**src/rlpe_pkg.sv**
```systemverilog
package rlpe_pkg;

    // Colour and segment widths
    localparam int unsigned CHAN_W     = 8;
    localparam int unsigned DUR_W      = 16;
    localparam int unsigned STEP_W     = 5;
    localparam int unsigned CFG_IDX_W  = 2;
    localparam int unsigned ITEM_BITS  = 3 * CHAN_W;
    localparam int unsigned BIT_IDX_W  = $clog2(ITEM_BITS);

    // Breathing ramp constants
    localparam logic [STEP_W-1:0] STEP_RESET = 5'd1;
    localparam logic [STEP_W-1:0] STEP_PEAK  = 5'd15;
    localparam logic [STEP_W-1:0] STEP_WRAP  = 5'd29;
    localparam logic [CHAN_W-1:0] RAMP_RED   = 8'd10;
    localparam logic [CHAN_W-1:0] RAMP_GRN_Y = 8'd6;
    localparam logic [CHAN_W-1:0] PEAK_RED   = 8'd150;
    localparam logic [CHAN_W-1:0] PEAK_GRN_Y = 8'd90;

    // Configuration register reset values
    localparam logic [DUR_W-1:0] SHORT_RST = 16'd32;
    localparam logic [DUR_W-1:0] LONG_RST  = 16'd85;
    localparam logic [DUR_W-1:0] LATCH_RST = 16'd28000;

    // Commands
    localparam logic CMD_COLOUR = 1'b0;
    localparam logic CMD_BREATH = 1'b1;

    // Configuration register map
    typedef enum logic [CFG_IDX_W-1:0] {
        CFG_SHORT = 2'd0,
        CFG_LONG  = 2'd1,
        CFG_LATCH = 2'd2
    } t_cfg_reg;

    // Colour in wire order: green, red, blue
    typedef struct packed {
        logic [CHAN_W-1:0] green;
        logic [CHAN_W-1:0] red;
        logic [CHAN_W-1:0] blue;
    } t_rgb;

    // One queued job for the segment generator
    typedef struct packed {
        logic latch;
        t_rgb colour;
    } t_job;

    // Segment lengths, already clamped to a minimum of one
    typedef struct packed {
        logic [DUR_W-1:0] short_len;
        logic [DUR_W-1:0] long_len;
        logic [DUR_W-1:0] latch_len;
    } t_seg_cfg;

    // Colour for one breathing step, yellow or white
    function automatic t_rgb breath_colour(input logic [STEP_W-1:0] step,
                                           input logic yellow);
        t_rgb c;
        logic [CHAN_W-1:0] s8;
        logic [CHAN_W-1:0] d8;
        s8 = CHAN_W'(step);
        d8 = CHAN_W'(step - STEP_PEAK);
        if (step <= STEP_PEAK) begin
            c.red   = s8 * RAMP_RED;
            c.green = yellow ? s8 * RAMP_GRN_Y : c.red;
        end else begin
            c.red   = PEAK_RED - d8 * RAMP_RED;
            c.green = yellow ? PEAK_GRN_Y - d8 * RAMP_GRN_Y : c.red;
        end
        c.blue = yellow ? '0 : c.red;
        return c;
    endfunction

endpackage

```
**src/rlpe_if.sv**
```systemverilog
// Input item channel
interface rlpe_item_if;
    logic       valid;
    logic       ready;
    logic       command;
    logic [7:0] red;
    logic [7:0] green;
    logic [7:0] blue;
    logic       breath_yellow;

    modport source (output valid, command, red, green, blue, breath_yellow,
                    input ready);
    modport sink   (input valid, command, red, green, blue, breath_yellow,
                    output ready);
endinterface

// Line segment channel
interface rlpe_seg_if;
    logic        valid;
    logic        ready;
    logic        line_level;
    logic [15:0] duration;
    logic        last_segment;

    modport source (output valid, line_level, duration, last_segment, input ready);
    modport sink   (input valid, line_level, duration, last_segment, output ready);
endinterface

// Configuration write channel
interface rlpe_cfg_if;
    logic        valid;
    logic        ready;
    logic [1:0]  index;
    logic [15:0] data;

    modport source (output valid, index, data, input ready);
    modport sink   (input valid, index, data, output ready);
endinterface

```
**src/rlpe_front.sv**
```systemverilog
module rlpe_front import rlpe_pkg::*; (
    input  logic         i_clk,
    input  logic         i_rst_n,
    rlpe_item_if.sink    i_item,
    input  logic         i_q_full,
    output logic         o_q_push,
    output t_job         o_q_job
);

    logic [STEP_W-1:0] r_breath_step;
    logic [STEP_W-1:0] n_breath_step;
    logic [STEP_W-1:0] step_inc;
    t_rgb              breath_rgb;

    // Accept whenever the queue has room
    assign i_item.ready = !i_q_full;
    assign o_q_push     = i_item.valid && !i_q_full;

    // Classify: plain colour or one breathing step with latch pulse
    always_comb begin
        step_inc      = r_breath_step + 1'b1;
        breath_rgb    = breath_colour(step_inc, i_item.breath_yellow);
        n_breath_step = r_breath_step;
        o_q_job.latch = (i_item.command == CMD_BREATH);
        if (i_item.command == CMD_BREATH) begin
            o_q_job.colour = breath_rgb;
            n_breath_step  = (step_inc >= STEP_WRAP) ? STEP_RESET : step_inc;
        end else begin
            o_q_job.colour.green = i_item.green;
            o_q_job.colour.red   = i_item.red;
            o_q_job.colour.blue  = i_item.blue;
        end
    end

    // Step counter advances on each accepted breathing transaction
    always_ff @(posedge i_clk) begin
        if (!i_rst_n) begin
            r_breath_step <= STEP_RESET;
        end else if (o_q_push && (i_item.command == CMD_BREATH)) begin
            r_breath_step <= n_breath_step;
        end
    end

endmodule

```
**src/rlpe_fifo.sv**
```systemverilog
module rlpe_fifo import rlpe_pkg::*; #(
    parameter int unsigned DEPTH = 2
) (
    input  logic i_clk,
    input  logic i_rst_n,
    input  logic i_push,
    input  t_job i_job,
    output logic o_full,
    input  logic i_pop,
    output logic o_valid,
    output t_job o_job
);

    localparam int unsigned PTR_W = (DEPTH > 1) ? $clog2(DEPTH) : 1;
    localparam int unsigned CNT_W = $clog2(DEPTH + 1);

    t_job              r_mem [DEPTH];
    logic [PTR_W-1:0]  r_wr_ptr;
    logic [PTR_W-1:0]  r_rd_ptr;
    logic [CNT_W-1:0]  r_count;
    logic              do_push;
    logic              do_pop;

    assign o_full  = (r_count == CNT_W'(DEPTH));
    assign o_valid = (r_count != '0);
    assign o_job   = r_mem[r_rd_ptr];
    assign do_push = i_push && !o_full;
    assign do_pop  = i_pop && o_valid;

    // Storage
    always_ff @(posedge i_clk) begin
        if (do_push) begin
            r_mem[r_wr_ptr] <= i_job;
        end
    end

    // Pointers and fill count
    always_ff @(posedge i_clk) begin
        if (!i_rst_n) begin
            r_wr_ptr <= '0;
            r_rd_ptr <= '0;
            r_count  <= '0;
        end else begin
            if (do_push) begin
                r_wr_ptr <= (r_wr_ptr == PTR_W'(DEPTH - 1)) ? '0 : r_wr_ptr + 1'b1;
            end
            if (do_pop) begin
                r_rd_ptr <= (r_rd_ptr == PTR_W'(DEPTH - 1)) ? '0 : r_rd_ptr + 1'b1;
            end
            case ({do_push, do_pop})
                2'b10:   r_count <= r_count + 1'b1;
                2'b01:   r_count <= r_count - 1'b1;
                default: r_count <= r_count;
            endcase
        end
    end

endmodule

```
**src/rlpe_back.sv**
```systemverilog
module rlpe_back import rlpe_pkg::*; (
    input  logic        i_clk,
    input  logic        i_rst_n,
    input  t_seg_cfg    i_cfg,
    input  logic        i_q_valid,
    input  t_job        i_q_job,
    output logic        o_q_pop,
    rlpe_seg_if.source  o_seg
);

    logic                 r_busy;
    logic                 r_latch;
    logic                 r_half;
    logic [ITEM_BITS-1:0] r_bits;
    logic [BIT_IDX_W-1:0] r_bit_idx;
    logic                 r_out_valid;
    logic                 r_level;
    logic [DUR_W-1:0]     r_dur;
    logic                 r_last;

    logic                 adv;
    logic                 done_item;
    logic                 load;
    logic                 bit_one;
    logic                 last_bit;
    logic                 n_level;
    logic [DUR_W-1:0]     n_dur;
    logic                 n_last;

    // Next segment from the job in progress
    always_comb begin
        adv       = r_busy && (!r_out_valid || o_seg.ready);
        bit_one   = r_bits[ITEM_BITS-1];
        last_bit  = (r_bit_idx == BIT_IDX_W'(ITEM_BITS - 1));
        done_item = adv && !r_latch && r_half && last_bit;
        load      = i_q_valid && (!r_busy || done_item);
        if (r_latch) begin
            n_level = 1'b0;
            n_dur   = i_cfg.latch_len;
            n_last  = 1'b0;
        end else if (!r_half) begin
            n_level = 1'b1;
            n_dur   = bit_one ? i_cfg.long_len : i_cfg.short_len;
            n_last  = 1'b0;
        end else begin
            n_level = 1'b0;
            n_dur   = bit_one ? i_cfg.short_len : i_cfg.long_len;
            n_last  = last_bit;
        end
    end

    assign o_q_pop = load;

    // Job sequencer: optional latch pulse, then two segments per bit, MSB first
    always_ff @(posedge i_clk) begin
        if (!i_rst_n) begin
            r_busy    <= 1'b0;
            r_latch   <= 1'b0;
            r_half    <= 1'b0;
            r_bit_idx <= '0;
        end else if (load) begin
            r_busy    <= 1'b1;
            r_latch   <= i_q_job.latch;
            r_half    <= 1'b0;
            r_bit_idx <= '0;
        end else if (adv) begin
            if (r_latch) begin
                r_latch <= 1'b0;
            end else if (r_half) begin
                r_half    <= 1'b0;
                r_bit_idx <= r_bit_idx + 1'b1;
                if (last_bit) begin
                    r_busy <= 1'b0;
                end
            end else begin
                r_half <= 1'b1;
            end
        end
    end

    // Colour shift register
    always_ff @(posedge i_clk) begin
        if (load) begin
            r_bits <= i_q_job.colour;
        end else if (adv && !r_latch && r_half) begin
            r_bits <= {r_bits[ITEM_BITS-2:0], 1'b0};
        end
    end

    // Output register
    always_ff @(posedge i_clk) begin
        if (!i_rst_n) begin
            r_out_valid <= 1'b0;
        end else if (adv) begin
            r_out_valid <= 1'b1;
        end else if (o_seg.ready) begin
            r_out_valid <= 1'b0;
        end
    end

    always_ff @(posedge i_clk) begin
        if (adv) begin
            r_level <= n_level;
            r_dur   <= n_dur;
            r_last  <= n_last;
        end
    end

    assign o_seg.valid        = r_out_valid;
    assign o_seg.line_level   = r_level;
    assign o_seg.duration     = r_dur;
    assign o_seg.last_segment = r_last;

endmodule

```
**src/rgb_led_pulse_encoder_breathing_core.sv**
```systemverilog
// Single-wire RGB LED line encoder with breathing generator.
// i_item (valid/ready) takes commands: command 0 sends red/green/blue as
// given; command 1 advances the breathing step and sends a latch low pulse
// followed by the breathing colour (yellow or white by breath_yellow).
// o_seg (valid/ready) gives line segments: level, duration in clock cycles,
// and last_segment on the final segment of each input transaction.
// Colours go out green, red, blue, MSB first; each bit is a high and a low
// segment, long/short for a one, short/long for a zero.
// i_cfg writes segment lengths: 0 short, 1 long, 2 latch; a zero length
// is taken as one. Write it only while the block is idle.
// An accepted item passes through the queue, the job sequencer and the
// output register. Throughput: one segment per cycle from the generator
// unless o_seg stalls; 48 segments per colour command, 49 per breathing.
// A queue of QUEUE_DEPTH jobs sits between decode and the generator, so
// items are accepted while earlier ones are still being sent.
// A receiver stall holds the output segment and halts the generator; once the
// queue fills, i_item.ready drops. Reset clears the queue, the output and the
// breathing step (to 1), and restores the default segment lengths.
module rgb_led_pulse_encoder_breathing_core import rlpe_pkg::*; #(
    parameter int unsigned QUEUE_DEPTH = 2
) (
    input  logic        i_clk,
    input  logic        i_rst_n,
    rlpe_item_if.sink   i_item,
    rlpe_cfg_if.sink    i_cfg,
    rlpe_seg_if.source  o_seg
);

    logic [DUR_W-1:0] r_short_cycles;
    logic [DUR_W-1:0] r_long_cycles;
    logic [DUR_W-1:0] r_latch_cycles;
    t_seg_cfg         seg_cfg;

    logic q_full;
    logic q_push;
    t_job q_in_job;
    logic q_pop;
    logic q_valid;
    t_job q_out_job;

    // Configuration registers
    assign i_cfg.ready = 1'b1;

    always_ff @(posedge i_clk) begin
        if (!i_rst_n) begin
            r_short_cycles <= SHORT_RST;
            r_long_cycles  <= LONG_RST;
            r_latch_cycles <= LATCH_RST;
        end else if (i_cfg.valid) begin
            case (t_cfg_reg'(i_cfg.index))
                CFG_SHORT: r_short_cycles <= i_cfg.data;
                CFG_LONG:  r_long_cycles  <= i_cfg.data;
                CFG_LATCH: r_latch_cycles <= i_cfg.data;
                default:   ;
            endcase
        end
    end

    // A segment length is never below one
    always_comb begin
        seg_cfg.short_len = (r_short_cycles == '0) ? DUR_W'(1) : r_short_cycles;
        seg_cfg.long_len  = (r_long_cycles == '0) ? DUR_W'(1) : r_long_cycles;
        seg_cfg.latch_len = (r_latch_cycles == '0) ? DUR_W'(1) : r_latch_cycles;
    end

    rlpe_front u_front (
        .i_clk    (i_clk),
        .i_rst_n  (i_rst_n),
        .i_item   (i_item),
        .i_q_full (q_full),
        .o_q_push (q_push),
        .o_q_job  (q_in_job)
    );

    rlpe_fifo #(
        .DEPTH (QUEUE_DEPTH)
    ) u_fifo (
        .i_clk   (i_clk),
        .i_rst_n (i_rst_n),
        .i_push  (q_push),
        .i_job   (q_in_job),
        .o_full  (q_full),
        .i_pop   (q_pop),
        .o_valid (q_valid),
        .o_job   (q_out_job)
    );

    rlpe_back u_back (
        .i_clk     (i_clk),
        .i_rst_n   (i_rst_n),
        .i_cfg     (seg_cfg),
        .i_q_valid (q_valid),
        .i_q_job   (q_out_job),
        .o_q_pop   (q_pop),
        .o_seg     (o_seg)
    );

endmodule

```
**src/flat_wrapper.sv**
```systemverilog
// flat-port wrapper written by rule: the top's interface ports become plain ports
module rgb_led_pulse_encoder_breathing_core_flat import rlpe_pkg::*;
#(
    parameter int unsigned QUEUE_DEPTH = 2
)
  (i_clk, i_rst_n, i_item_valid, i_item_command, i_item_red, i_item_green, i_item_blue, i_item_breath_yellow, i_item_ready, i_cfg_valid, i_cfg_index, i_cfg_data, i_cfg_ready, o_seg_valid, o_seg_line_level, o_seg_duration, o_seg_last_segment, o_seg_ready);
  rlpe_item_if i_item_i ();
  rlpe_cfg_if i_cfg_i ();
  rlpe_seg_if o_seg_i ();
  input  logic i_clk;
  input  logic i_rst_n;
  input wire logic [$bits(i_item_i.valid)-1:0] i_item_valid;
  input wire logic [$bits(i_item_i.command)-1:0] i_item_command;
  input wire logic [$bits(i_item_i.red)-1:0] i_item_red;
  input wire logic [$bits(i_item_i.green)-1:0] i_item_green;
  input wire logic [$bits(i_item_i.blue)-1:0] i_item_blue;
  input wire logic [$bits(i_item_i.breath_yellow)-1:0] i_item_breath_yellow;
  output wire logic [$bits(i_item_i.ready)-1:0] i_item_ready;
  input wire logic [$bits(i_cfg_i.valid)-1:0] i_cfg_valid;
  input wire logic [$bits(i_cfg_i.index)-1:0] i_cfg_index;
  input wire logic [$bits(i_cfg_i.data)-1:0] i_cfg_data;
  output wire logic [$bits(i_cfg_i.ready)-1:0] i_cfg_ready;
  output wire logic [$bits(o_seg_i.valid)-1:0] o_seg_valid;
  output wire logic [$bits(o_seg_i.line_level)-1:0] o_seg_line_level;
  output wire logic [$bits(o_seg_i.duration)-1:0] o_seg_duration;
  output wire logic [$bits(o_seg_i.last_segment)-1:0] o_seg_last_segment;
  input wire logic [$bits(o_seg_i.ready)-1:0] o_seg_ready;
  assign i_item_i.valid = i_item_valid;
  assign i_item_i.command = i_item_command;
  assign i_item_i.red = i_item_red;
  assign i_item_i.green = i_item_green;
  assign i_item_i.blue = i_item_blue;
  assign i_item_i.breath_yellow = i_item_breath_yellow;
  assign i_item_ready = i_item_i.ready;
  assign i_cfg_i.valid = i_cfg_valid;
  assign i_cfg_i.index = i_cfg_index;
  assign i_cfg_i.data = i_cfg_data;
  assign i_cfg_ready = i_cfg_i.ready;
  assign o_seg_valid = o_seg_i.valid;
  assign o_seg_line_level = o_seg_i.line_level;
  assign o_seg_duration = o_seg_i.duration;
  assign o_seg_last_segment = o_seg_i.last_segment;
  assign o_seg_i.ready = o_seg_ready;
  rgb_led_pulse_encoder_breathing_core #(.QUEUE_DEPTH(QUEUE_DEPTH)) u_core (.i_clk(i_clk), .i_rst_n(i_rst_n), .i_item(i_item_i), .i_cfg(i_cfg_i), .o_seg(o_seg_i));
endmodule
```
**config.mk**
```make
export PLATFORM = sky130hd
export DESIGN_NAME = rgb_led_pulse_encoder_breathing_core_flat
export DESIGN_NICKNAME = d
export VERILOG_FILES = /design/src/rlpe_pkg.sv /design/src/rlpe_if.sv /design/src/rlpe_front.sv /design/src/rlpe_fifo.sv /design/src/rlpe_back.sv /design/src/rgb_led_pulse_encoder_breathing_core.sv /design/src/flat_wrapper.sv
export SDC_FILE = /design/constraint.sdc
export NUM_CORES = 1
export LEC_CHECK = 0
export BUFFER_PORTS_ARGS = -buffer_cell sky130_fd_sc_hd__buf_2
export CORE_MARGIN = 3
export CORE_UTILIZATION = 50
export DETAILED_ROUTE_END_ITERATION = 10
export PLACE_DENSITY = 0.71
export SLEW_MARGIN = 25
export SYNTH_ARGS = -nofsm -noshare
export SYNTH_HDL_FRONTEND = slang
export SYNTH_SLANG_ARGS = --single-unit
```
**constraint.sdc**
```tcl
create_clock -name i_clk -period 4.5 [get_ports i_clk]
set_input_delay 0.225 -clock i_clk [delete_from_list [all_inputs] [get_ports i_clk]]
set_output_delay 0.225 -clock i_clk [all_outputs]
set_load 0.05 [all_outputs]
```
==> flow_metrics.env <==
export IMPL_avgRoutedWirePerCell_microns=17.68
export IMPL_syn_num_nets=838
export IMPL_max_stage_delay_ps=410
export IMPL_cp_buffers_inverters=2
export IMPL_rows=44
export IMPL_drv_cap=0
export IMPL_dieWidth_microns=130.8
export IMPL_antenna_found_initial=0
export IMPL_p_comb_frac=0.304
export IMPL_drt_iter0_drc=537
export IMPL_leakage_uw=0.003497
export IMPL_synth_ff_type="edfxtp_1"
export IMPL_crit_arrival_ps=4260
export IMPL_synthDominantCellAreaShare=0.3547
export IMPL_swShare=0.3383
export IMPL_crit_end="u_core.u_fifo.r_mem[1][23]"
export IMPL_ctsRootBufferMaster="clkbuf_16"
export IMPL_seqCellArea_sq_um=4104
export IMPL_async_flop_share=0
export IMPL_coreArea_sq_um=14860
export IMPL_yosysSeqAreaShare=0.5269
export IMPL_synth_area_sq_um=7789
export IMPL_cts_tree="done"
export IMPL_p_seq_frac=0.414
export IMPL_drtPass1Iterations=5
export IMPL_worstSetupPathType="register to register"
export IMPL_ys_ff_latch=159
export IMPL_startpoint="u_core.u_front.r_breath_step[1]"
export IMPL_slowest_stage="dfxtp_1"
export IMPL_slew_headroom=0.3418
export IMPL_tightest_slew_ps=987.3
export IMPL_grt_max_degree=63
export IMPL_num_fill_cells=1222
export IMPL_cts_buffers=17
export IMPL_drive_gt1_frac=0.1574
export IMPL_muxShareOfSynthArea=0.05253
export IMPL_fin_crit_ps=4119
export IMPL_synthTopCellsByArea="edfxtp_1, dfxtp_1, nand2_1"
export IMPL_worst_path_stages=16
export IMPL_start_util=0.5240
export IMPL_via_count=5747
export IMPL_fin_skew_ps=7.448
export IMPL_synth_compound_area_share=0.1393
export IMPL_netlist_instances=755
export IMPL_dieArea_sq_um=17110
export IMPL_synth_xor_area_frac=0.04434
export IMPL_synthAdderAreaFrac=0.05880
export IMPL_synth_top_family_by_area="simple AND/OR/NAND/NOR gates"
export IMPL_ctsHoldBuffers=0
export IMPL_grt_pass1_wl_microns=28450
export IMPL_synth_most_common_cell="nand2_1"
export IMPL_timing_final_crit_share=0.9152
export IMPL_r2r_end="u_core.u_fifo.r_mem[1][23]"
export IMPL_yosys_area_top_type="edfxtp_1"
export IMPL_rsz0062_at_grt="false"
export IMPL_critPathMostFrequentCell="ha_1"
export IMPL_cts_sinks=159
export IMPL_die_h_microns=130.8
export IMPL_stdcell_count=1010
export IMPL_cp_cell_sequence="inv_1, ha_1, ha_1, mux2i_4, xor2_4, inv_2, xnor2_1, ha_1, fa_1, xor2_1, nor3_1, xnor3_1, o211ai_1, nand2b_1, o41ai_1, a21oi_1"
export IMPL_drc_errors=0
export IMPL_path_max_fanout=10
export IMPL_dp_cells=978
export IMPL_post_route_util=0.5987
export IMPL_reg2reg_slack_ps=380
export IMPL_multi_input_area_sq_um=3436
export IMPL_area_growth_pct=14.27
export IMPL_grt_pass1_vias=5617
export IMPL_globalplace_congestion=0.9026
export IMPL_internal_power_uw=3367
export IMPL_ir_worst_vdd_v=0.0002915
export IMPL_place_hpwl_microns=12500
export IMPL_cts_resized=0
export IMPL_r2r_worst_path_cells=16
export IMPL_ioPinCount=70
export IMPL_syn_avg_cell_area_sq_um=10.32
export IMPL_synth_warnings=0
export IMPL_htree_levels=4
export IMPL_setup_tns_ps=0
export IMPL_postRouteAntennaNets=0
export IMPL_yosys_area_share_simple=0.1435
export IMPL_post_cts_buffers=0
export IMPL_hold_viol=0
export IMPL_power_switching_uw=1722
export IMPL_critPathCaptureType="register"
export IMPL_max_freq_mhz=242.8
export IMPL_grt_usage=0.2149
export IMPL_outcome="finished, final reports clean"
export IMPL_yosys_top_cells_count="nand2_1, edfxtp_1, dfxtp_1"
export IMPL_path_clk_slew_ps=60
export IMPL_routed_wl_microns=17860
export IMPL_worstReg2RegStart="u_core.u_front.r_breath_step[1]"
export IMPL_finalSetupViolCount=0
export IMPL_p_per_area_nw_per_um2=571.8
export IMPL_synth_edf_count=92
export IMPL_drv_slew=0
export IMPL_hp_class="input port to register"
export IMPL_port_buffers=68
export IMPL_via_per_inst=5.690
export IMPL_final_nets=896
export IMPL_cp_start_kind="register"
export IMPL_cp_top_family="adder cells"
export IMPL_ys_types=62
export IMPL_pwr_share_clk=0.282
export IMPL_clk_path_buf_depth=2
export IMPL_clock_latency_ps=420
export IMPL_insertedDiodeCount=0
export IMPL_cp_required_ps=4650
export IMPL_grt_remaining_overflow=0
==> cells by family (layout without fill, tap and decap cells) <==
logic type / count (synthesis) / after routing
buffers and inverters: 67 / 138
multiplexers: 39 / 39
XOR/XNOR: 34 / 34
AND/OR/NAND/NOR: 253 / 253
adder cells (fa/ha/maj): 35 / 35
flip-flops: 159 / 159
AO/OA/AOI/OAI: 167 / 167
other: 1 / 1
==> per-layer routing <==
layer,up-vias,wire length [microns],global-route usage
met5,-,0,0
met3,18,1096,0.03780
met2,191,8410,0.3425
met4,0,218,0.06473
met1,2746,8135,0.3021
li1,2792,-,-
==> power groups by stage <==
stage          Clock [uW]  Combinational, uW  Sequential (uW)
3_5_place_dp            0               1540             2140
4_1_cts              1450               1550             2110
5_1_grt              1520               1710             2140
3_3_place_gp            0               1500             2120
6_report             1440               1550             2110
2_1_floorplan           0                970             2290
==> cell type report <==
| type | count | area share |
|---|---|---|
| clock buffers | 17 | 0.04780 |
| clock inverters | 15 | 0.01898 |
| inverters | 24 | 0.01012 |
| multi-input cells | 529 | 0.3861 |
| flip-flops and latches | 159 | 0.4611 |
| well taps | 184 | 0.02587 |
| repair buffers | 82 | 0.05005 |
==> layout by cell type, fill, tap and decap left out, drive strengths merged, types with 4 or more instances in the layout <==
cell type | Yosys | final
xor2 | 11 | 11
a21o | 4 | 4
o21ai | 56 | 56
nor4 | 11 | 11
mux2i | 34 | 34
nand3 | 18 | 18
inv | 24 | 25
and2 | 7 | 7
nand2 | 154 | 154
nand2b | 4 | 4
o211ai | 7 | 7
nand3b | 4 | 4
edfxtp | 92 | 92
nor2b | 9 | 9
dfxtp | 67 | 67
mux2 | 5 | 5
xnor2 | 21 | 21
ha | 31 | 31
a21oi | 22 | 22
clkinv | 0 | 10
nor2 | 30 | 30
clkbuf | 38 | 17
buf | 5 | 82
o22ai | 7 | 7
a22oi | 13 | 13
a21boi | 39 | 39
==> tightest hold or removal path: stages <==
cell	delay, ps
buf_2	100
nand2_1	50
nand3_1	70
==> sequential cells by signal, indices dropped and copies added, names as in the netlist, named ones only <==
signal / cells
u_core.r_latch_cycles: 16
u_core.u_back.r_half: 1
u_core.u_back.o_seg.valid: 1
u_core.u_back.o_seg.line_level: 1
u_core.u_fifo.r_wr_ptr: 1
u_core.u_back.o_seg.last_segment: 1
u_core.u_fifo.r_count: 2
u_core.u_back.o_seg.duration: 16
u_core.u_front.r_breath_step: 5
u_core.u_back.r_busy: 1
u_core.u_fifo.r_rd_ptr: 1
u_core.u_fifo.r_mem: 50
u_core.u_back.r_latch: 1
u_core.r_long_cycles: 16
u_core.u_back.r_bit_idx: 5
u_core.u_back.r_bits: 24
u_core.r_short_cycles: 16
==> per-stage QoR <==
| stage | total power, uW | area (sq um) | worst slack, ps | hold slack [ps] |
|---|---|---|---|---|
| finish | 5089 | 8900 | 381.5 | 48.05 |
| global placement | 3625 | 8298 | 608.6 | 460.7 |
| floorplan | 3259 | 7789 | 557.6 | 323.9 |
| detailed placement | 3673 | 8298 | 433.2 | 465.9 |
| global route | 5371 | 8900 | 154.2 | 66.57 |
| CTS | 5109 | 8892 | 404.9 | 36.28 |
==> worst min path at each step <==
| stage | startpoint | to | slack [ps] | cells after the start |
|---|---|---|---|---|
| after global routing | i_cfg_data[14] | u_core.r_latch_cycles[14] | 70 | 3 |
| after floorplan | i_item_command | u_core.u_fifo.r_mem[0][24] | 320 | 0 |
| after global placement | u_core.r_latch_cycles[0] | u_core.r_latch_cycles[0] | 460 | 2 |
| after detailed placement | u_core.r_latch_cycles[0] | u_core.r_latch_cycles[0] | 470 | 2 |
| after CTS | i_cfg_data[10] | u_core.r_latch_cycles[10] | 40 | 3 |
| final | i_cfg_data[10] | u_core.r_latch_cycles[10] | 50 | 3 |
(Power assumes the default switching activity.)
